$ cat config.mk
export PLATFORM = sky130hd
export DESIGN_NAME = key_debounce_combo_fifo_top
export DESIGN_NICKNAME = d
export VERILOG_FILES = /design/src/rtl/kdc_pkg.sv /design/src/rtl/kdc_ram.sv /design/src/rtl/kdc_det_update.sv /design/src/rtl/key_debounce_combo_fifo_top.sv
export SDC_FILE = /design/constraint.sdc
export NUM_CORES = 1
export LEC_CHECK = 0
export ABC_AREA = 1
export BUFFER_PORTS_ARGS = -buffer_cell sky130_fd_sc_hd__buf_2
export CORE_MARGIN = 2
export CORE_UTILIZATION = 45
export DETAILED_ROUTE_END_ITERATION = 8
export MAX_ROUTING_LAYER = met4
export SLEW_MARGIN = 10
export SYNTH_ARGS = -nofsm -noshare
export SYNTH_HDL_FRONTEND = slang
export SYNTH_HIERARCHICAL = 1
export SYNTH_SLANG_ARGS = --single-unit
export TNS_END_PERCENT = 1
$ cat constraint.sdc
create_clock -name clk -period 4.8 [get_ports clk]
set_input_delay 0.48 -clock clk [delete_from_list [all_inputs] [get_ports clk]]
set_output_delay 0.48 -clock clk [all_outputs]
set_load 0.01 [all_outputs]
$ cat src/rtl/kdc_pkg.sv
`timescale 1ns / 1ps
`default_nettype none

package kdc_pkg;

  localparam int NUM_DET = 7;
  localparam int FIFO_DEPTH_DEF = 16;
  localparam int DET_IDX_W = 3;
  localparam int FILTER_W = 7;
  localparam int COUNT_W = 8;
  localparam int CODE_W = 4;

  localparam logic [FILTER_W-1:0] FILTER_RESET = 7'd5;
  localparam logic [COUNT_W-1:0] COUNT_RESET = COUNT_W'(5 / 2);

  localparam logic [CODE_W-1:0] KC_NONE = 4'd0;
  localparam logic [CODE_W-1:0] KC_UP_PRESS = 4'd1;
  localparam logic [CODE_W-1:0] KC_UP_RELEASE = 4'd2;
  localparam logic [CODE_W-1:0] KC_DOWN_PRESS = 4'd3;
  localparam logic [CODE_W-1:0] KC_DOWN_RELEASE = 4'd4;
  localparam logic [CODE_W-1:0] KC_OK_PRESS = 4'd5;
  localparam logic [CODE_W-1:0] KC_OK_RELEASE = 4'd6;
  localparam logic [CODE_W-1:0] KC_MENU_PRESS = 4'd7;
  localparam logic [CODE_W-1:0] KC_MENU_RELEASE = 4'd8;
  localparam logic [CODE_W-1:0] KC_MENU_UP = 4'd9;
  localparam logic [CODE_W-1:0] KC_UP_MENU = 4'd10;
  localparam logic [CODE_W-1:0] KC_MENU_DOWN = 4'd11;
  localparam logic [CODE_W-1:0] KC_DOWN_MENU = 4'd12;
  localparam logic [CODE_W-1:0] KC_MENU_OK = 4'd13;
  localparam logic [CODE_W-1:0] KC_LAST = KC_MENU_OK;

  localparam logic [DET_IDX_W-1:0] DET_UP = 3'd0;
  localparam logic [DET_IDX_W-1:0] DET_DOWN = 3'd1;
  localparam logic [DET_IDX_W-1:0] DET_OK = 3'd2;
  localparam logic [DET_IDX_W-1:0] DET_MENU = 3'd3;
  localparam logic [DET_IDX_W-1:0] DET_MENU_UP = 3'd4;
  localparam logic [DET_IDX_W-1:0] DET_MENU_DOWN = 3'd5;
  localparam logic [DET_IDX_W-1:0] DET_MENU_OK = 3'd6;

  typedef enum logic [1:0] {
    SMP_NONE   = 2'd0,
    SMP_BOTH   = 2'd1,
    SMP_FIRST  = 2'd2,
    SMP_SECOND = 2'd3
  } sample_t;

  typedef enum logic [1:0] {
    DET_RELEASED = 2'd0,
    DET_PRESSED  = 2'd1,
    DET_FIRST    = 2'd2,
    DET_SECOND   = 2'd3
  } det_state_t;

  typedef enum logic [1:0] {
    EV_PRESS   = 2'd0,
    EV_RELEASE = 2'd1,
    EV_FIRST   = 2'd2,
    EV_SECOND  = 2'd3
  } event_kind_t;

  typedef enum logic [1:0] {
    ST_IDLE   = 2'd0,
    ST_TICK   = 2'd1,
    ST_FINISH = 2'd2
  } kdc_state_t;

  typedef struct packed {
    det_state_t           state;
    logic [COUNT_W-1:0]   count;
  } det_entry_t;

  localparam det_entry_t DET_ENTRY_RESET = '{state: DET_RELEASED, count: COUNT_RESET};

  typedef struct packed {
    logic command;
    logic up_level;
    logic down_level;
    logic ok_level;
    logic menu_level;
  } in_item_t;

  typedef struct packed {
    logic [CODE_W-1:0] key_code;
    logic              key_valid;
  } out_item_t;

  function automatic sample_t combo_sample(input logic first, input logic second);
    sample_t s;
    if (first && second) begin
      s = SMP_BOTH;
    end else if (first) begin
      s = SMP_FIRST;
    end else if (second) begin
      s = SMP_SECOND;
    end else begin
      s = SMP_NONE;
    end
    return s;
  endfunction

  function automatic logic [CODE_W-1:0] det_code(input logic [DET_IDX_W-1:0] idx,
                                                 input event_kind_t kind);
    logic [CODE_W-1:0] c;
    c = KC_NONE;
    case (idx)
      DET_UP: begin
        if (kind == EV_PRESS) c = KC_UP_PRESS;
        else if (kind == EV_RELEASE) c = KC_UP_RELEASE;
      end
      DET_DOWN: begin
        if (kind == EV_PRESS) c = KC_DOWN_PRESS;
        else if (kind == EV_RELEASE) c = KC_DOWN_RELEASE;
      end
      DET_OK: begin
        if (kind == EV_PRESS) c = KC_OK_PRESS;
        else if (kind == EV_RELEASE) c = KC_OK_RELEASE;
      end
      DET_MENU: begin
        if (kind == EV_PRESS) c = KC_MENU_PRESS;
        else if (kind == EV_RELEASE) c = KC_MENU_RELEASE;
      end
      DET_MENU_UP: begin
        if (kind == EV_FIRST) c = KC_MENU_UP;
        else if (kind == EV_SECOND) c = KC_UP_MENU;
      end
      DET_MENU_DOWN: begin
        if (kind == EV_FIRST) c = KC_MENU_DOWN;
        else if (kind == EV_SECOND) c = KC_DOWN_MENU;
      end
      DET_MENU_OK: begin
        if (kind == EV_FIRST) c = KC_MENU_OK;
      end
      default: c = KC_NONE;
    endcase
    return c;
  endfunction

endpackage

`default_nettype wire

$ cat src/rtl/kdc_ram.sv
`timescale 1ns / 1ps
`default_nettype none

module kdc_ram #(
  parameter int WIDTH = 4,
  parameter int DEPTH = 16
) (
  input  wire logic                     clk,
  input  wire logic                     wr_en,
  input  wire logic [$clog2(DEPTH)-1:0] wr_addr,
  input  wire logic [WIDTH-1:0]         wr_data,
  input  wire logic                     rd_en,
  input  wire logic [$clog2(DEPTH)-1:0] rd_addr,
  output logic      [WIDTH-1:0]         rd_data
);

  logic [WIDTH-1:0] mem_r [DEPTH];
  logic [WIDTH-1:0] rd_data_r;

  always_ff @(posedge clk) begin
    if (wr_en) begin
      mem_r[wr_addr] <= wr_data;
    end
    if (rd_en) begin
      rd_data_r <= mem_r[rd_addr];
    end
  end

  assign rd_data = rd_data_r;

endmodule

`default_nettype wire

$ cat src/rtl/kdc_det_update.sv
`timescale 1ns / 1ps
`default_nettype none

module kdc_det_update
  import kdc_pkg::*;
(
  input  wire logic [DET_IDX_W-1:0] idx,
  input  wire sample_t              sample,
  input  wire logic [FILTER_W-1:0]  filter_time,
  input  wire det_entry_t           cur,
  output det_entry_t                nxt,
  output logic [CODE_W-1:0]         push_code
);

  logic [COUNT_W-1:0] ft;
  logic [COUNT_W-1:0] top;
  logic [COUNT_W-1:0] up_cnt;
  logic [COUNT_W-1:0] dn_cnt;
  logic               up_done;
  logic               dn_done;

  always_comb begin
    ft = {1'b0, filter_time};
    top = {filter_time, 1'b0};
    up_done = (cur.count >= top);
    dn_done = (cur.count == '0);
    if (cur.count < ft) begin
      up_cnt = ft;
    end else if (cur.count < top) begin
      up_cnt = cur.count + COUNT_W'(1);
    end else begin
      up_cnt = cur.count;
    end
    if (cur.count > ft) begin
      dn_cnt = ft;
    end else if (!dn_done) begin
      dn_cnt = cur.count - COUNT_W'(1);
    end else begin
      dn_cnt = cur.count;
    end
  end

  always_comb begin
    nxt = cur;
    push_code = KC_NONE;
    case (sample)
      SMP_NONE: begin
        if (cur.state != DET_RELEASED) begin
          nxt.count = dn_cnt;
          if (dn_done) begin
            nxt.state = DET_RELEASED;
            push_code = det_code(idx, EV_RELEASE);
          end
        end
      end
      SMP_BOTH: begin
        if (cur.state != DET_PRESSED) begin
          nxt.count = up_cnt;
          if (up_done) begin
            nxt.state = DET_PRESSED;
            case (cur.state)
              DET_RELEASED: push_code = det_code(idx, EV_PRESS);
              DET_FIRST:    push_code = det_code(idx, EV_FIRST);
              default:      push_code = det_code(idx, EV_SECOND);
            endcase
          end
        end
      end
      default: begin
        if (cur.state == DET_RELEASED) begin
          nxt.count = up_cnt;
          if (up_done) begin
            nxt.state = det_state_t'(sample);
          end
        end else if (cur.state == DET_PRESSED) begin
          nxt.count = dn_cnt;
          if (dn_done) begin
            nxt.state = det_state_t'(sample);
          end
        end
      end
    endcase
  end

endmodule

`default_nettype wire

$ cat src/rtl/key_debounce_combo_fifo_top.sv
`timescale 1ns / 1ps
`default_nettype none

// Debounces four keys and queues press, release and menu-combination events in a
// FIFO of FIFO_DEPTH entries. One transaction is in flight at a time. A tick
// (command 0) walks the seven detectors, which live in a single-port-per-side
// state RAM: each is read, updated and written back, one per cycle, with at most
// one FIFO push per cycle; ST_FINISH then loads the result once no earlier result
// is stalled. A read (command 1) reads the event RAM as it is accepted and loads
// the registered read data in ST_FINISH. The next transaction can be accepted in
// the same cycle the result is offered. Every transaction returns one result; a
// tick or an empty read returns code zero with key_valid low. There is no full
// check: a push with FIFO_DEPTH-1 entries queued makes the FIFO read as empty.
module key_debounce_combo_fifo_top
  import kdc_pkg::*;
#(
  parameter int FIFO_DEPTH = FIFO_DEPTH_DEF
) (
  input  wire logic                clk,
  input  wire logic                rst_n,
  input  wire logic                in_valid,
  output logic                     in_ready,
  input  wire in_item_t            in_data,
  output logic                     out_valid,
  input  wire logic                out_ready,
  output out_item_t                out_data,
  input  wire logic                cfg_wr_en,
  input  wire logic [FILTER_W-1:0] cfg_wr_data
);

  localparam int PTR_W = $clog2(FIFO_DEPTH);
  localparam logic [PTR_W-1:0] PTR_LAST = PTR_W'(FIFO_DEPTH - 1);
  localparam logic [DET_IDX_W-1:0] STEP_LAST = DET_IDX_W'(NUM_DET);

  kdc_state_t           state_r, state_nxt;
  logic [DET_IDX_W-1:0] step_r, step_nxt;
  in_item_t             lvl_r;
  logic                 hit_r;
  logic [PTR_W-1:0]     rd_ptr_r, wr_ptr_r;
  logic [FILTER_W-1:0]  filter_r;
  logic [NUM_DET-1:0]   det_vld_r;
  logic                 out_valid_r;
  out_item_t            out_data_r;

  logic                 accept;
  logic                 fifo_empty;
  logic                 det_rd_en;
  logic                 proc_en;
  logic                 fifo_rd_en;
  logic                 finish_load;
  logic [DET_IDX_W-1:0] proc_idx;
  logic [$bits(det_entry_t)-1:0] det_rd_bits;
  det_entry_t           det_cur, det_new;
  sample_t              sample;
  logic [CODE_W-1:0]    push_code;
  logic                 push_en;
  logic [CODE_W-1:0]    fifo_rd_data;

  assign fifo_empty = (rd_ptr_r == wr_ptr_r);
  assign accept = in_valid && in_ready;
  assign proc_idx = step_r - DET_IDX_W'(1);
  assign det_cur = det_vld_r[proc_idx] ? det_entry_t'(det_rd_bits) : DET_ENTRY_RESET;
  assign push_en = proc_en && (push_code != KC_NONE);

  always_comb begin
    unique case (proc_idx)
      DET_UP:        sample = sample_t'({1'b0, lvl_r.up_level});
      DET_DOWN:      sample = sample_t'({1'b0, lvl_r.down_level});
      DET_OK:        sample = sample_t'({1'b0, lvl_r.ok_level});
      DET_MENU:      sample = sample_t'({1'b0, lvl_r.menu_level});
      DET_MENU_UP:   sample = combo_sample(lvl_r.menu_level, lvl_r.up_level);
      DET_MENU_DOWN: sample = combo_sample(lvl_r.menu_level, lvl_r.down_level);
      DET_MENU_OK:   sample = combo_sample(lvl_r.menu_level, lvl_r.ok_level);
      default:       sample = SMP_NONE;
    endcase
  end

  always_comb begin
    state_nxt = state_r;
    step_nxt = step_r;
    unique case (state_r)
      ST_IDLE: begin
        step_nxt = '0;
        if (accept) begin
          state_nxt = in_data.command ? ST_FINISH : ST_TICK;
        end
      end
      ST_TICK: begin
        step_nxt = step_r + DET_IDX_W'(1);
        if (step_r == STEP_LAST) begin
          state_nxt = ST_FINISH;
        end
      end
      ST_FINISH: begin
        if (!out_valid_r || out_ready) begin
          state_nxt = ST_IDLE;
        end
      end
      default: state_nxt = ST_IDLE;
    endcase
  end

  always_comb begin
    in_ready = 1'b0;
    det_rd_en = 1'b0;
    proc_en = 1'b0;
    fifo_rd_en = 1'b0;
    finish_load = 1'b0;
    unique case (state_r)
      ST_IDLE: begin
        in_ready = 1'b1;
        fifo_rd_en = in_valid && in_data.command && !fifo_empty;
      end
      ST_TICK: begin
        det_rd_en = (step_r != STEP_LAST);
        proc_en = (step_r != '0);
      end
      ST_FINISH: begin
        finish_load = !out_valid_r || out_ready;
      end
      default: in_ready = 1'b0;
    endcase
  end

  kdc_ram #(
    .WIDTH($bits(det_entry_t)),
    .DEPTH(NUM_DET)
  ) u_det_ram (
    .clk    (clk),
    .wr_en  (proc_en),
    .wr_addr(proc_idx),
    .wr_data(det_new),
    .rd_en  (det_rd_en),
    .rd_addr(step_r),
    .rd_data(det_rd_bits)
  );

  kdc_det_update u_det_update (
    .idx        (proc_idx),
    .sample     (sample),
    .filter_time(filter_r),
    .cur        (det_cur),
    .nxt        (det_new),
    .push_code  (push_code)
  );

  kdc_ram #(
    .WIDTH(CODE_W),
    .DEPTH(FIFO_DEPTH)
  ) u_event_ram (
    .clk    (clk),
    .wr_en  (push_en),
    .wr_addr(wr_ptr_r),
    .wr_data(push_code),
    .rd_en  (fifo_rd_en),
    .rd_addr(rd_ptr_r),
    .rd_data(fifo_rd_data)
  );

  always_ff @(posedge clk) begin
    if (!rst_n) begin
      state_r <= ST_IDLE;
      step_r <= '0;
      hit_r <= 1'b0;
      rd_ptr_r <= '0;
      wr_ptr_r <= '0;
      filter_r <= FILTER_RESET;
      det_vld_r <= '0;
      out_valid_r <= 1'b0;
    end else begin
      state_r <= state_nxt;
      step_r <= step_nxt;
      if (cfg_wr_en) begin
        filter_r <= cfg_wr_data;
      end
      if (accept) begin
        hit_r <= fifo_rd_en;
      end
      if (fifo_rd_en) begin
        rd_ptr_r <= (rd_ptr_r == PTR_LAST) ? '0 : rd_ptr_r + PTR_W'(1);
      end
      if (push_en) begin
        wr_ptr_r <= (wr_ptr_r == PTR_LAST) ? '0 : wr_ptr_r + PTR_W'(1);
      end
      if (proc_en) begin
        det_vld_r[proc_idx] <= 1'b1;
      end
      if (finish_load) begin
        out_valid_r <= 1'b1;
      end else if (out_ready) begin
        out_valid_r <= 1'b0;
      end
    end
  end

  always_ff @(posedge clk) begin
    if (accept) begin
      lvl_r <= in_data;
    end
    if (finish_load) begin
      out_data_r.key_code <= hit_r ? fifo_rd_data : KC_NONE;
      out_data_r.key_valid <= hit_r;
    end
  end

  assign out_valid = out_valid_r;
  assign out_data = out_data_r;

endmodule

`default_nettype wire

---- After elaboration in Yosys (flattened, before gate mapping) ----
Memories as Yosys holds them, arrays and structs flattened. A register that Yosys moved wholly into a read port is not among the register bits.
Index checks and enable logic that the tools add are counted.
storage, ports and cells
  ROM bits ................................ 0
  memory bits (writable) .................. 134
  memories kept ........................... 2
  bits in latches ......................... 0
  register bits ........................... 38
  bits of input ports ..................... 17
cells by class
  add/sub/neg operators ................... 6
  reductions and logical operators ........ 22
  div/mod/pow operators ................... 0
  bitwise operators ....................... 1
  shifts and indexed selects .............. 0
  equal/unequal tests ..................... 20
  magnitude comparators ................... 6
  multipliers ............................. 0
  muxes and demuxes ....................... 57
memories
  name               words  bits a word  read ports  clocked after Yosys merged registers in  write ports  line           text
  u_det_ram.mem_r    7      10           1           1                                        1            kdc_ram.sv:17  logic [WIDTH-1:0] mem_r [DEPTH];
  u_event_ram.mem_r  16     4            1           1                                        1            kdc_ram.sv:17
operators by type and width
  cell                                              number
  2-to-1 mux 10 bit                                 5
  2-to-1 mux 2 bit                                  17
  2-to-1 mux 8 bit                                  4
  2-to-1 mux 4 bit                                  6
  one-hot mux 4 bit (2 select lines)                3
  one-hot mux 10 bit (2 select lines)               1
  one-hot mux 4 bit (4 select lines)                1
  one-hot mux 2 bit (7 select lines)                1
  2-to-1 mux 1 bit                                  13
  == test 3 bit, second input constant              4
  one-hot mux 3 bit (4 select lines)                1
  one-hot mux 4 bit (3 select lines)                1
  adder 4 x 1 -> 4 bit, second input constant       2
  adder 8 x 1 -> 8 bit, second input constant       1
  == test 4 bit, second input constant              2
  greater-or-equal comparator 8 bit                 1
  greater-than comparator 8 x 7 -> 1 bit            1
  logical AND 1 bit                                 8
  zero test 8 bit                                   1
  less-than comparator 8 x 7 -> 1 bit               1
  less-than comparator 8 bit                        1
  subtractor 8 x 1 -> 8 bit, second input constant  1
  OR 7 bit                                          1
  == test 2 x 1 -> 1 bit, second input constant     3
  other kinds (23)                                  32

---- Longest topological paths before layout ----
  depth in word-level cells ............... 13
  depth in mapped cells ................... 32
  mapped depth without buffers ............ 29

---- Modules after synthesis ----
The synthesis kept the hierarchy.
by module, submodules not included
  module                       instances  area an instance (um^2)  cells an instance
  kdc_ram (u_det_ram)          1          3,279.4                  291
  kdc_ram (u_event_ram)        1          3,006.6                  290
  key_debounce_combo_fifo_top  1          2,028.2                  277
  kdc_det_update               1          1,841.8                  372

---- Least setup slack after synthesis ----
No wires, ideal clock.
  path kind ............................... reg2reg
  start ................................... reg step_r[0]
  end ..................................... mem u_event_ram.mem_r[48][0] (netlist: u_event_ram/mem_r[12][0]), enable pin
  clock period less this slack ............ 4.907 ns
  arrival time ............................ 4.578 ns
  stages on the path, launching flop included .. 29
  slack ................................... -0.107 ns
  buffers on the path ..................... 2
  cell sequence ........................... dfxtp_1 > buf_4 > inv_1 > ha_1 > ha_1 > buf_2 > inv_2 > nand2_1 > nor2_1 > nand2_1 > nand2_1 > nor2_1 > nand2_1 > inv_2 > nor2_1 > ha_1 > nand2_1 > nor2_1 > a21oi_1 > nand2_1 > nand3_1 > nand3b_1 > a21oi_1 > nor2_1 > nand2_1 > nand2_4 > clkinv_2 > nand3_1 > nor2_1
RTL lines
  element                   line                                text
  start: declaration        key_debounce_combo_fifo_top.sv:36   logic [DET_IDX_W-1:0] step_r, step_nxt;
  start signal: assignment  key_debounce_combo_fifo_top.sv:172  step_r <= step_nxt;
  end: declaration          kdc_ram.sv:17

==> metrics.log <==
INFO  metric outcome = finished, final reports clean
INFO  metric finish.utilization = 51.55%
INFO  metric worst-slew-pin-transition = 1.227 ns
INFO  metric r2r_slack = 0.42 ns
INFO  metric grt_antenna_before_repair = 0
INFO  metric cpMaxStageDelayCell = sky130_fd_sc_hd__ha_4
INFO  metric worst_setup_hold_path_clk_slew = 0.08 ns
INFO  metric via_count = 7820
INFO  metric die_h = 154.2 um
INFO  metric crit-reg2reg-launch = step_r[1]
INFO  metric critPathMaxStageDelay = 0.35 ns
INFO  metric fin_area = 11320 um^2
INFO  metric cts_tree = built
INFO  metric setup_violations = 0
INFO  metric placedCellCount = 1521
INFO  metric timing.final.hold_violations = 0
INFO  metric synth_seq_cells = 186
INFO  metric clock.fmax = 0.2282 GHz
INFO  metric number_of_design_rule_violations_left_after_detail_routing = 0
INFO  metric powerDensity = 316.9 nW/um^2
INFO  metric max_cap_viol_count = 0
INFO  metric layout_commonest_cell = sky130_fd_sc_hd__nand2_1
INFO  metric detailed_place_hpwl = 15.90 mm
INFO  metric synth_enable_flop_cells = 157
INFO  metric final_nets = 1311
INFO  metric critPathCaptureType = flip-flop
INFO  metric grt_start_max_net_pins = 41
INFO  metric synthesized_area = 10160 um^2
INFO  metric routedWlPerCell = 14.86 um
INFO  metric hold-path-cell-count = 1
INFO  metric timing.hold.worst.class = input port to flip-flop
INFO  metric critical_path_peak_fanout = 11
INFO  metric syn-num-nets = 1278
INFO  metric most-common-layout-cells = 385 x sky130_fd_sc_hd__nand2_1, 189 x sky130_fd_sc_hd__inv_1, 157 x sky130_fd_sc_hd__edfxtp_1
INFO  metric critical_path_class = flip-flop to flip-flop
INFO  metric finish.cell_count_without_fillers = 1556
INFO  metric floorplan.io_pins = 24
INFO  metric hp-start = in_data[3]
INFO  metric top_post_synthesis_cells_by_area = sky130_fd_sc_hd__edfxtp_1 46%, sky130_fd_sc_hd__nand2_1 14%, sky130_fd_sc_hd__nand3_1 7.5%
INFO  metric yosysSeqAreaShare = 52.14%
INFO  metric rr_endpoint = u_event_ram/mem_r[7][2]
INFO  metric cts-buffers-inserted = 17
INFO  metric floorplan.initialDensity = 46.25%
INFO  metric drv_slew = 0
INFO  metric n_antenna_cell = 0
INFO  metric clock_path_buffers = 2
INFO  metric first_iter_violations = 588
INFO  metric yosys.area.top_type_share = 46.42%
INFO  metric final_layout_size_suffix_gt1_share = 11.52%
INFO  metric h_tree_depth = 4
INFO  metric min_delay_worst_endpoint = lvl_r[3]
INFO  metric synthesis.area_per_instance = 8.257 um^2
INFO  metric design.core.area = 21960 um^2
INFO  metric dpl-instance-area = 10580 um^2
INFO  metric floorplan.die.width = 154.2 um
INFO  metric detailedRoute.firstPassIterationCount = 5
INFO  metric worst_path_most_repeated_cell = sky130_fd_sc_hd__nand2_1
INFO  metric synthDominantAreaCellType = sky130_fd_sc_hd__edfxtp_1
INFO  metric postSynthCellCount = 1230
INFO  metric top_ff_cell_synth = sky130_fd_sc_hd__edfxtp_1
INFO  metric max-slew-margin-rel = 18.06%
INFO  metric postRouteWirelength = 23.12 mm
INFO  metric gr-total-overflow = 0
INFO  metric grt_use_total = 20.62%
INFO  metric grt_pass1_wl = 37.34 mm
INFO  metric worst_skew_pair.late_latency = 0.44 ns
INFO  metric first_global_vias = 7352
INFO  metric die-area = 23790 um^2
INFO  metric timing.critical_path.required = 4.93 ns
INFO  metric asr_flop_ratio_synth = 0%
INFO  metric netlist-cell-type-count = 44
INFO  metric clock_sinks = 186
INFO  metric synth.yosys.warnings = 6
INFO  metric min_period = 4.383 ns
INFO  metric worst_ir_drop_vdd = 0.2372 mV
INFO  metric timing.reg2reg.worst_path_depth = 28
INFO  metric period_share = 91.31%
INFO  metric globalplace.congestion = 0.8791
INFO  metric ant_nets = 0
INFO  metric critPathLaunchType = flip-flop
INFO  metric viasPerCell = 5.026
INFO  metric ctsRootBufferMaster = sky130_fd_sc_hd__clkbuf_16
INFO  metric leakagePower = 5.070 nW
INFO  metric arrival = 4.52 ns
INFO  metric std_cell_rows = 54
INFO  metric port-buffer-count = 23
INFO  metric skew = 0.01418 ns
INFO  metric area_growth = 11.46%
area by class of cell:
cell class / instances / area (um^2)
Timing Repair Buffer: 51 / 325.3
Inverter: 206 / 787.0
Fill cell: 2067 / 10640
Clock inverter: 15 / 198.9
Multi-Input combinational cell: 801 / 3938
Sequential cell: 186 / 5295
Clock buffer: 17 / 425.4
Tap cell: 280 / 350.3
per-stage QoR:
step / power, mW / setup slack (ns) / setup TNS, ns / hold WS (ns)
6_report: 3.587 / 0.4170 / 0 / 0.2226
3_3_place_gp: 2.165 / 0.3773 / 0 / 0.4454
3_5_place_dp: 2.167 / 0.2797 / 0 / 0.4494
5_1_grt: 3.729 / -0.01393 / -0.03110 / 0.1983
4_1_cts: 3.621 / 0.2244 / 0 / 0.1975
2_1_floorplan: 2.065 / 0.02320 / 0 / 0.4289
power breakdown:
part	leakage, nW	switching [mW]	total [mW]	internal [mW]
registers	1.62	0.0193	1.80	1.78
clock network	0.303	0.727	1.45	0.728
logic	3.15	0.236	0.335	0.0993
how the worst max path moves through the flow:
stage,cells after the start,slack [ns],endpoint,startpoint
2_1_floorplan,27,0.02,u_event_ram/mem_r[12][0],step_r[0]
3_3_place_gp,27,0.38,u_event_ram/mem_r[12][1],step_r[1]
3_5_place_dp,27,0.28,u_event_ram/mem_r[6][0],step_r[1]
4_1_cts,27,0.22,u_event_ram/mem_r[15][3],step_r[1]
5_1_grt,30,-0.01,u_event_ram/mem_r[7][2],step_r[1]
6_report,28,0.42,u_event_ram/mem_r[7][2],step_r[1]
sequential cells by signal, indices dropped and copies added (netlist names):
register             flops
u_det_ram/rd_data       10
step_r                   3
u_event_ram/rd_data      4
rd_ptr_r                 4
det_vld_r                7
out_valid                1
state_r                  2
wr_ptr_r                 4
u_event_ram/mem_r       64
lvl_r                    4
filter_r                 7
out_data                 5
u_det_ram/mem_r         70
hit_r                    1
cell families (layout without fill, tap and decap cells):
| group | Yosys count | in the layout | synth area share, % |
|---|---|---|---|
| AND/OR/NAND/NOR | 685 | 685 | 29.06 |
| XOR/XNOR | 4 | 4 | 0.3450 |
| AO/OA/AOI/OAI | 81 | 81 | 4.497 |
| buffers and inverters | 243 | 289 | 10.14 |
| flip-flops | 186 | 186 | 52.14 |
| adder cells (fa/ha/maj) | 31 | 31 | 3.819 |
worst max-delay path: cells and delay by family (launching register included):
kind                       cells  cell delay, ns
buffers and inverters          6            0.79
DFF                            1            0.33
adders and majority gates      3            0.85
AOI/OAI and AO/OA              2            0.22
and+or+nand+nor               17            1.90
Yosys cell counts (all sizes together) (6+ instances only):
| cell | instances |
|---|---|
| a21oi | 34 |
| clkbuf | 6 |
| buf | 31 |
| dfxtp | 29 |
| nand3 | 156 |
| o21ai | 35 |
| or2 | 10 |
| inv | 204 |
| edfxtp | 157 |
| nor2 | 104 |
| ha | 31 |
| nand4 | 10 |
| nand2 | 397 |
metal layers:
metal | track usage (%) | wire (um)
met1 | 26.00 | 10510
met2 | 34.19 | 11230
met3 | 3.082 | 901
met4 | 7.121 | 481
met5 | - | 0
what timing repair did:
| action | CTS | global route |
|---|---|---|
| resized for setup | 0 | 26 |
| hold buffers | 0 | 0 |
| buffers inserted | 0 | 3 |
| endpoints found under the setup margin | 0 | 64 |
Note: power is estimated with default switching activity, not from simulation.
